`config.mk`:
```
export PLATFORM = sky130hd
export DESIGN_NAME = trade_order_risk_gate_top
export DESIGN_NICKNAME = d
export VERILOG_FILES = /design/src/rtl/torg_pkg.sv /design/src/rtl/trade_order_risk_gate_top.sv
export SDC_FILE = /design/constraint.sdc
export NUM_CORES = 2
export LEC_CHECK = 0
export ABC_AREA = 0
export BUFFER_PORTS_ARGS = -buffer_cell sky130_fd_sc_hd__buf_2
export CORE_MARGIN = 2
export CORE_UTILIZATION = 33
export DETAILED_ROUTE_END_ITERATION = 8
export MAX_ROUTING_LAYER = met4
export PLACE_DENSITY_LB_ADDON = 0.2
export SLEW_MARGIN = 20
export SYNTH_ARGS = -nofsm -noshare
export SYNTH_HDL_FRONTEND = slang
export SYNTH_SLANG_ARGS = --single-unit
```
`constraint.sdc`:
```
create_clock -name i_clk -period 9.4 [get_ports i_clk]
set_input_delay 0.47 -clock i_clk [delete_from_list [all_inputs] [get_ports i_clk]]
set_output_delay 0.47 -clock i_clk [all_outputs]
set_load 0.02 [all_outputs]
```
`src/rtl/torg_pkg.sv`:
```
`timescale 1ns / 1ps
// Package for the trade order risk gate: sequencer states, status codes,
// register indexes and sizes. No dependencies.
package torg_pkg;

    localparam int NUM_INSTR  = 3;
    localparam int ADDR_W     = 5;
    localparam int DIV_STEPS  = 32;
    localparam int CNT_W      = $clog2(DIV_STEPS);

    typedef enum logic [5:0] {
        S_IDLE  = 6'b000001,
        S_CHECK = 6'b000010,
        S_DIV   = 6'b000100,
        S_MUL   = 6'b001000,
        S_ACC   = 6'b010000,
        S_FIN   = 6'b100000
    } t_state;

    typedef enum logic [2:0] {
        ST_ACCEPTED   = 3'd0,
        ST_ID_MISS    = 3'd1,
        ST_ZERO_VOL   = 3'd2,
        ST_UNKNOWN    = 3'd3,
        ST_OFF_TICK   = 3'd4,
        ST_FILLED     = 3'd5,
        ST_OVER_LIMIT = 3'd6
    } t_status;

    typedef enum logic [2:0] {
        REG_TICK0    = 3'd0,
        REG_TICK1    = 3'd1,
        REG_TICK2    = 3'd2,
        REG_LIMIT0   = 3'd3,
        REG_LIMIT1   = 3'd4,
        REG_LIMIT2   = 3'd5,
        REG_MM       = 3'd6,
        REG_FIRST_ID = 3'd7
    } t_reg_idx;

    localparam logic OP_INSERT = 1'b0;
    localparam logic OP_FILL   = 1'b1;
    localparam logic SIDE_BID  = 1'b0;

endpackage

```
`src/rtl/trade_order_risk_gate_top.sv`:
```
`timescale 1ns / 1ps
// Trade order risk gate top level: sequencer, shared restoring divider,
// position and cash state, APB register file. Depends on torg_pkg.
//
// One request at a time. An insert that passes the ID, volume and
// instrument checks with a nonzero tick runs a restoring divider over the
// price, one bit per cycle; other inserts and fills on an unknown
// instrument go straight from the checks to the result, and a fill runs
// one 32x32 multiply, then the cash update.
// A finished result sits in an output register; a new request is taken as
// soon as the sequencer is back in idle, even while that result waits.
module trade_order_risk_gate_top
    import torg_pkg::*;
(
    input  logic                i_clk,
    input  logic                i_rst_n,
    input  logic                i_valid,
    output logic                o_stall,
    input  logic                i_operation,
    input  logic [31:0]         i_client_order_id,
    input  logic [2:0]          i_instrument,
    input  logic [31:0]         i_price,
    input  logic [31:0]         i_volume,
    input  logic                i_side,
    output logic                o_valid,
    input  logic                i_stall,
    output logic [2:0]          o_status,
    output logic signed [31:0]  o_position_now,
    output logic signed [63:0]  o_cash_now,
    output logic [31:0]         o_next_order_id,
    input  logic                psel,
    input  logic                penable,
    input  logic                pwrite,
    input  logic [ADDR_W-1:0]   paddr,
    input  logic [31:0]         pwdata,
    output logic [31:0]         prdata,
    output logic                pready
);

    t_state             r_state;
    logic               r_op;
    logic [31:0]        r_cid;
    logic [2:0]         r_inst;
    logic [31:0]        r_vol;
    logic               r_side;
    logic [31:0]        r_quo;
    logic [31:0]        r_rem;
    logic [CNT_W-1:0]   r_cnt;
    logic [63:0]        r_prod;
    t_status            r_status;
    logic [31:0]        r_pos_out;

    logic [31:0]        r_expected;
    logic [31:0]        r_pos [NUM_INSTR];
    logic [63:0]        r_cash;

    logic [31:0]        r_tick  [NUM_INSTR];
    logic [30:0]        r_limit [NUM_INSTR];
    logic               r_mm;
    logic [31:0]        r_first;

    logic               r_o_valid;
    t_status            r_o_status;
    logic [31:0]        r_o_pos;
    logic [63:0]        r_o_cash;
    logic [31:0]        r_o_next;

    logic               w_known;
    logic [31:0]        w_tick;
    logic [30:0]        w_limit;
    logic [31:0]        w_pos;
    logic [32:0]        w_shift;
    logic [32:0]        w_tick_ext;
    logic [31:0]        w_new_pos;
    logic [31:0]        w_mag;
    logic               w_in_acc;
    logic               w_cfg_wr;
    logic               w_out_free;
    t_reg_idx           w_idx;

    assign w_known    = (r_inst < 3'(NUM_INSTR));
    assign w_in_acc   = i_valid && !o_stall;
    assign w_cfg_wr   = psel && penable && pwrite && pready;
    assign w_out_free = !r_o_valid || !i_stall;
    assign w_idx      = t_reg_idx'(paddr[ADDR_W-1:2]);

    always_comb begin
        case (r_inst[1:0])
            2'd0: begin
                w_tick  = r_tick[0];
                w_limit = r_limit[0];
                w_pos   = r_pos[0];
            end
            2'd1: begin
                w_tick  = r_tick[1];
                w_limit = r_limit[1];
                w_pos   = r_pos[1];
            end
            2'd2: begin
                w_tick  = r_tick[2];
                w_limit = r_limit[2];
                w_pos   = r_pos[2];
            end
            default: begin
                w_tick  = 32'd1;
                w_limit = 31'd0;
                w_pos   = 32'd0;
            end
        endcase
    end

    assign w_shift    = {r_rem, r_quo[31]};
    assign w_tick_ext = {1'b0, w_tick};
    assign w_new_pos  = (r_side == SIDE_BID) ? (w_pos + r_vol) : (w_pos - r_vol);
    assign w_mag      = r_pos_out[31] ? (32'd0 - r_pos_out) : r_pos_out;

    always_ff @(posedge i_clk) begin
        if (!i_rst_n) begin
            r_state    <= S_IDLE;
            r_o_valid  <= 1'b0;
            r_expected <= 32'd0;
            r_cash     <= 64'd0;
            r_mm       <= 1'b0;
            r_first    <= 32'd0;
            r_cnt      <= '0;
            for (int i = 0; i < NUM_INSTR; i++) begin
                r_pos[i]   <= 32'd0;
                r_tick[i]  <= 32'd1;
                r_limit[i] <= 31'd0;
            end
        end else begin
            if (r_state == S_FIN && w_out_free) begin
                r_o_valid <= 1'b1;
            end else if (!i_stall) begin
                r_o_valid <= 1'b0;
            end

            unique case (r_state)
                S_IDLE: begin
                    if (w_in_acc) begin
                        r_op    <= i_operation;
                        r_cid   <= i_client_order_id;
                        r_inst  <= i_instrument;
                        r_quo   <= i_price;
                        r_vol   <= i_volume;
                        r_side  <= i_side;
                        r_state <= S_CHECK;
                    end
                end
                S_CHECK: begin
                    r_pos_out <= w_known ? w_pos : 32'd0;
                    r_rem     <= 32'd0;
                    r_cnt     <= '0;
                    if (r_op == OP_INSERT) begin
                        if (r_cid != r_expected) begin
                            r_status <= ST_ID_MISS;
                            r_state  <= S_FIN;
                        end else begin
                            r_expected <= r_expected + 32'd1;
                            if (r_vol == 32'd0) begin
                                r_status <= ST_ZERO_VOL;
                                r_state  <= S_FIN;
                            end else if (!w_known) begin
                                r_status <= ST_UNKNOWN;
                                r_state  <= S_FIN;
                            end else if (w_tick == 32'd0) begin
                                r_status <= ST_ACCEPTED;
                                r_state  <= S_FIN;
                            end else begin
                                r_state <= S_DIV;
                            end
                        end
                    end else if (!w_known) begin
                        r_status <= ST_UNKNOWN;
                        r_state  <= S_FIN;
                    end else begin
                        r_state <= S_MUL;
                    end
                end
                S_DIV: begin
                    if (w_shift >= w_tick_ext) begin
                        r_rem <= 32'(w_shift - w_tick_ext);
                    end else begin
                        r_rem <= w_shift[31:0];
                    end
                    r_quo <= {r_quo[30:0], 1'b0};
                    r_cnt <= r_cnt + CNT_W'(1);
                    if (r_cnt == CNT_W'(DIV_STEPS - 1)) begin
                        r_state <= S_ACC;
                    end
                end
                S_MUL: begin
                    r_prod    <= 64'(r_vol) * 64'(r_quo);
                    r_pos_out <= w_new_pos;
                    for (int i = 0; i < NUM_INSTR; i++) begin
                        if (r_inst[1:0] == 2'(i)) begin
                            r_pos[i] <= w_new_pos;
                        end
                    end
                    r_state <= S_ACC;
                end
                S_ACC: begin
                    if (r_op == OP_INSERT) begin
                        r_status <= (r_rem == 32'd0) ? ST_ACCEPTED : ST_OFF_TICK;
                    end else begin
                        r_cash <= (r_side == SIDE_BID) ? (r_cash - r_prod)
                                                       : (r_cash + r_prod);
                        r_status <= (!r_mm && (w_mag > {1'b0, w_limit}))
                                    ? ST_OVER_LIMIT : ST_FILLED;
                    end
                    r_state <= S_FIN;
                end
                S_FIN: begin
                    if (w_out_free) begin
                        r_o_status <= r_status;
                        r_o_pos    <= r_pos_out;
                        r_o_cash   <= r_cash;
                        r_o_next   <= r_expected;
                        r_state    <= S_IDLE;
                    end
                end
                default: begin
                    r_state <= S_IDLE;
                end
            endcase

            if (w_cfg_wr) begin
                unique case (w_idx)
                    REG_TICK0:    r_tick[0]  <= pwdata;
                    REG_TICK1:    r_tick[1]  <= pwdata;
                    REG_TICK2:    r_tick[2]  <= pwdata;
                    REG_LIMIT0:   r_limit[0] <= pwdata[30:0];
                    REG_LIMIT1:   r_limit[1] <= pwdata[30:0];
                    REG_LIMIT2:   r_limit[2] <= pwdata[30:0];
                    REG_MM:       r_mm       <= pwdata[0];
                    REG_FIRST_ID: begin
                        r_first    <= pwdata;
                        r_expected <= pwdata;
                    end
                    default: ;
                endcase
            end
        end
    end

    always_comb begin
        unique case (w_idx)
            REG_TICK0:    prdata = r_tick[0];
            REG_TICK1:    prdata = r_tick[1];
            REG_TICK2:    prdata = r_tick[2];
            REG_LIMIT0:   prdata = {1'b0, r_limit[0]};
            REG_LIMIT1:   prdata = {1'b0, r_limit[1]};
            REG_LIMIT2:   prdata = {1'b0, r_limit[2]};
            REG_MM:       prdata = {31'd0, r_mm};
            REG_FIRST_ID: prdata = r_first;
            default:      prdata = 32'd0;
        endcase
    end

    assign pready          = 1'b1;
    assign o_stall         = (r_state != S_IDLE);
    assign o_valid         = r_o_valid;
    assign o_status        = r_o_status;
    assign o_position_now  = r_o_pos;
    assign o_cash_now      = r_o_cash;
    assign o_next_order_id = r_o_next;

endmodule
```
# --- Yosys cells after proc, flatten, opt, wreduce, memory -nomap -nowiden ---
# Memories as Yosys holds them, arrays and structs flattened.
# Index checks and enable logic that the tools add are counted.
word_totals:
  elab_cells: 186
  mem_count: 3
  output_inout_bits: 166
  ff_bits: 504
  mem_bits_rw: 285
memory_table:
  columns: ["name", "words", "word_bits", "rd", "rd_clocked_by_memory_dff", "wr", "line_no", "rtl"]
  rows:
  - ["r_pos", 3, 32, 3, 0, 3, "trade_order_risk_gate_top.sv:54", "logic [31:0] r_pos [NUM_INSTR];"]
  - ["r_tick", 3, 32, 3, 0, 3, "trade_order_risk_gate_top.sv:57", "logic [31:0] r_tick [NUM_INSTR];"]
  - ["r_limit", 3, 31, 3, 0, 3, "trade_order_risk_gate_top.sv:58", "logic [30:0] r_limit [NUM_INSTR];"]
op_classes:
  n_eq_ne: 24
  bitwise_logic: 9
  mux: 87
  magnitude_cmp: 3
  mul: 1
  n_reduce_logical: 30
  addsub: 8
op_table:
  columns: ["cell", "n"]
  rows:
  - ["32-bit two-way mux", 16]
  - ["32-bit case mux with 8 select lines", 1]
  - ["32-bit case mux with 2 select lines", 3]
  - ["32-bit case mux with 3 select lines", 2]
  - ["32-bit zero test", 3]
  - ["31-bit two-way mux", 3]
  - ["31-bit case mux with 3 select lines", 1]
  - ["64-bit adder", 1]
  - ["32-bit by 32-bit multiplier with 64-bit output", 1]
  - ["64-bit two-way mux", 1]
  - ["32-bit subtractor", 2]
  - ["64-bit subtractor", 1]
  - ["6-bit two-way mux", 9]
  - ["1-bit two-way mux", 39]
  - ["6-bit case mux with 6 select lines", 1]
  - ["33-bit by 32-bit >= comparator with 1-bit output", 1]
  - ["32-bit by 1-bit adder with 32-bit output (second input constant)", 1]
  - ["32-bit adder", 1]
  - ["32-bit by 31-bit greater-than comparator with 1-bit output", 1]
  - ["32-bit inequality test", 1]
  - ["1-bit by 32-bit subtractor with 32-bit output (first input constant)", 1]
  - ["3-bit two-way mux", 8]
  - ["3-bit == test (second input constant)", 4]
  - ["2-bit AND reduction", 6]
  - ["30 further kinds", 54]

# --- Logic depth before layout (Yosys ltp) ---
logic_depth:
  ltp_word: 9
  depth_mapped: 29

# --- Worst setup path before layout ---
# OpenSTA, ideal clock, no wires.
synth_path:
  kind: "register to register"
  start: "register r_vol[9]"
  end: "register r_prod[63], data pin"
  path_slack_ps: 1947
  n_path_buf: 2
  setup_ps: 260
  stages_incl_launch_ff: 28
  period_less_slack_ps: 7453
  arrival_time_ps: 7193
  path_cell_list: "edfxtp_1 -> clkbuf_1 -> buf_1 -> nand2_1 -> fa_1 -> inv_1 -> fa_1 -> fa_1 -> inv_1 -> fa_1 -> inv_1 -> fa_1 -> inv_1 -> fa_1 -> inv_1 -> fa_1 -> fa_1 -> ha_1 -> nand2_1 -> o22ai_1 -> nor2_1 -> a211oi_1 -> a21oi_1 -> o31ai_2 -> o211ai_1 -> a211o_1 -> o21ai_1 -> xnor2_1"
synth_between:
  elab_chain_cells: 1
synth_lines:
  columns: ["element", "line_no", "rtl"]
  rows:
  - ["from (decl)", "trade_order_risk_gate_top.sv:44", "logic [31:0] r_vol;"]
  - ["from (signal assigned)", "trade_order_risk_gate_top.sv:145", "r_vol <= i_volume;"]
  - ["32-bit by 32-bit multiplier with 64-bit output", "trade_order_risk_gate_top.sv:193", "r_prod <= 64'(r_vol) * 64'(r_quo);"]
  - ["to (signal assigned)", "trade_order_risk_gate_top.sv:193", null]
  - ["to (decl)", "trade_order_risk_gate_top.sv:49", "logic [63:0] r_prod;"]
# No other way between the ends.
# A chain may end at the register's enable or synchronous reset.

# --- Worst setup path in the final report ---
layout_path:
  start: "register r_quo[8]"
  end: "register r_prod[63], data pin"
layout_between:
  elab_chain_cells: 1
layout_lines:
  columns: ["element", "line_no", "rtl"]
  rows:
  - ["from (decl)", "trade_order_risk_gate_top.sv:46", "logic [31:0] r_quo;"]
  - ["from (signal assigned)", "trade_order_risk_gate_top.sv:144", "r_quo <= i_price;"]
  - ["from (signal assigned)", "trade_order_risk_gate_top.sv:186", "r_quo <= {r_quo[30:0], 1'b0};"]
  - ["32-bit by 32-bit multiplier with 64-bit output", "trade_order_risk_gate_top.sv:193", null]
# No other way between the ends.

==> run metrics <==
total number of vias 55000; Post-Syn Nets 8997; hold_ws 68.8 ps; final net count 9236; CTS tree yes; FF+latch count, synth 789; Area growth, synth to finish 12.6%; final worst path period share between 90% and 100%; Iteration-0 DRC Markers ~3700; Worst path max stage delay 1010 ps; DR WL/cell ~22 um; I/O pins just over 300; ranking of synthesized cells by area edfxtp_1 26%, fa_1 24%, ha_1 7.2%; worst slew pin tran approximately 1200 ps; Post-synth ARST share 0%; storage element area between 20000 and 25000 sq um; share of layout cells above drive strength 1 8.75%; post-CTS setup buffer count 0; R2R Setup Slk between 500 and 600 ps; most frequent cells in the layout 946 x inv_1, 932 x nand2_1, 899 x fa_1; Yosys warnings 0; share of the synthesized area in the top cell type a little over a quarter; CTS Buf Count just under 100; Setup TNS 0 ps; Post-Syn Area 74300 sq um; clk sink count 789; Routed WL 238 mm; final hold violation count 0; CTS max path bufs 3; CP Launch Type flip-flop; Hold Crit Class in2reg; Chip Width 479 um; Die Area 229000 sq um; CTS resizes 0; IO buf count approximately 310; Final setup viols 0; clk root buf clkbuf_16; fmax 0.113 GHz; status finished clean; RD Place Congestion 0.895; Hold-fix buffers, CTS between 80 and 90; RSZ-0062 raised after global routing no; Initial Utilization about 33%; GR Util All Layers about a fifth; area of the multi-input gates 47100 sq um; post-synthesis average cell area 9.87 sq um; Critical Path AT between 9000 and 10000 ps; Core Util, Final 37.3%; first-pass GRT wire length ~360 mm; Residual DRC 0; chip height around 480 um; Filler cells about 23000; clock skew around 69 ps; sequential-to-total area share from yosys stat ~30%; Worst Path Max Fanout 22; row count roughly 170; most common cell after layout, fill and taps aside inv_1; Slowest cell on crit path edfxtp_1; MaxCap Viol Count 0; Worst-path clk slew about 50 ps; critical path class reg2reg; CP Data Required Time between 9000 and 10000 ps; largest net degree at the start of global routing 95; EDFF count, synth 648; post-route minimum period slightly below 9000 ps; Synth Flop Type edfxtp_1; Worst setup EP type flip-flop; initial antenna violation count 19; cell mode on critical path fa_1; core outline area 224000 sq um; Synth area leader edfxtp_1; clock latency on the worst-skew pair 770 ps; synth unique cells between 90 and 100; DR pass1 iterations 6; Post-DRT Antenna Nets 0; Post-Syn Instances between 7000 and 8000; Via density 5.07; Max Transition Viols Final 0; vias in the first global route roughly 57000; GRT overflow 0; slew margin rel. between 20% and 30%; detailed-placement wirelength estimate 185 mm; H-Tree Depth 3
[path summary, 6_finish.rpt]
path	end	start	cells past startpoint
setup / recovery	r_prod[63]$_DFFE_PP_	r_quo[8]$_DFFE_PP_	25
hold / removal	r_vol[15]$_DFFE_PP_	i_volume[15]	1
setup reg to reg	r_prod[63]$_DFFE_PP_	r_quo[8]$_DFFE_PP_	25
hold reg to reg	o_status[2]$_DFFE_PP_	r_status[2]$_SDFFCE_PN0P_	0
[area by class of cell]
type,count,area share [%]
clock inverters,49,0.784
diodes,7,0.0209
flip-flops and latches,789,26.6
multi-input cells,5380,56.3
inverters,949,4.26
well taps,2992,4.48
clock buffers,128,3.20
repair buffers,549,4.32
[per-stage QoR]
stage / instance area (sq um) / setup slack [ps] / instances
2_1_floorplan: 74300 / 1950 / 7527
3_3_place_gp: 79400 / 603 / 10600
3_5_place_dp: 79400 / 667 / 10600
4_1_cts: 83600 / 601 / 10800
5_1_grt: 83600 / 206 / 10800
6_report: 83700 / 569 / 10800
[synth_stat cells (9+ instances only)]
cell type,count
nor4_1,45
o22a_1,14
mux2_2,13
nand3b_1,12
fa_1,899
and3_1,39
a211oi_1,49
nand2b_1,28
inv_1,947
a31oi_1,31
o2bb2ai_1,15
or3_1,24
dfxtp_1,141
nor2_1,363
buf_1,31
o21bai_1,44
a21o_1,124
a221oi_1,29
edfxtp_1,648
nor2b_1,24
nand4_1,55
and2_1,682
nand3_1,95
a31o_2,9
o21ai_0,183
o41ai_1,9
o21ai_1,14
clkbuf_1,373
o21a_1,27
mux2i_1,138
ha_1,426
nand2_1,934
o31ai_1,18
a22o_1,23
nor3_1,60
a21oi_1,450
o211ai_1,19
xnor2_1,207
xor2_1,143
[flip-flops by register name (all words and copies together), names as in the netlist, 6 cells and up]
signal           cells
r_state              6
r_quo               32
r_pos_out           32
o_next_order_id     32
o_cash_now          64
r_tick              96
r_cash              64
r_pos               96
o_position_now      32
r_limit             93
r_prod              64
r_rem               32
r_expected          32
r_vol               32
r_cid               32
r_first             32
[cells by family (layout without fill, tap and decap cells)]
family	after synthesis	after routing	synth area share (%)
simple gates	2420	2420	16.0
fa+ha+maj	1325	1325	31.4
mux	151	151	2.06
buf+inv	1358	1675	6.87
other cells	1	8	0.00505
xor+xnor	352	352	4.18
flops	789	789	30.0
compound gates	1131	1131	9.51
[worst max-delay path, delay by kind of cell, from the launching register on]
family | cells | cell delay (ps)
buffers and inverters | 5 | 290
and+or+nand+nor | 3 | 400
adders and majority gates | 9 | 4250
DFF | 1 | 1010
xor gates and xnor gates | 1 | 80
AOI/OAI and AO/OA | 7 | 2530
[routing by layer]
metal  up-vias  part of all wire (%)  track usage, %
met5         -                     0               -
met4         0                   3.2            6.59
met3       301                   4.6            2.26
met2      1385                    50            36.0
met1     28100                    42            26.8
li1      25200                     -               -
Power is not shown: default switching activity piles up to over one toggle a cycle in this logic, so the estimate is an artifact.
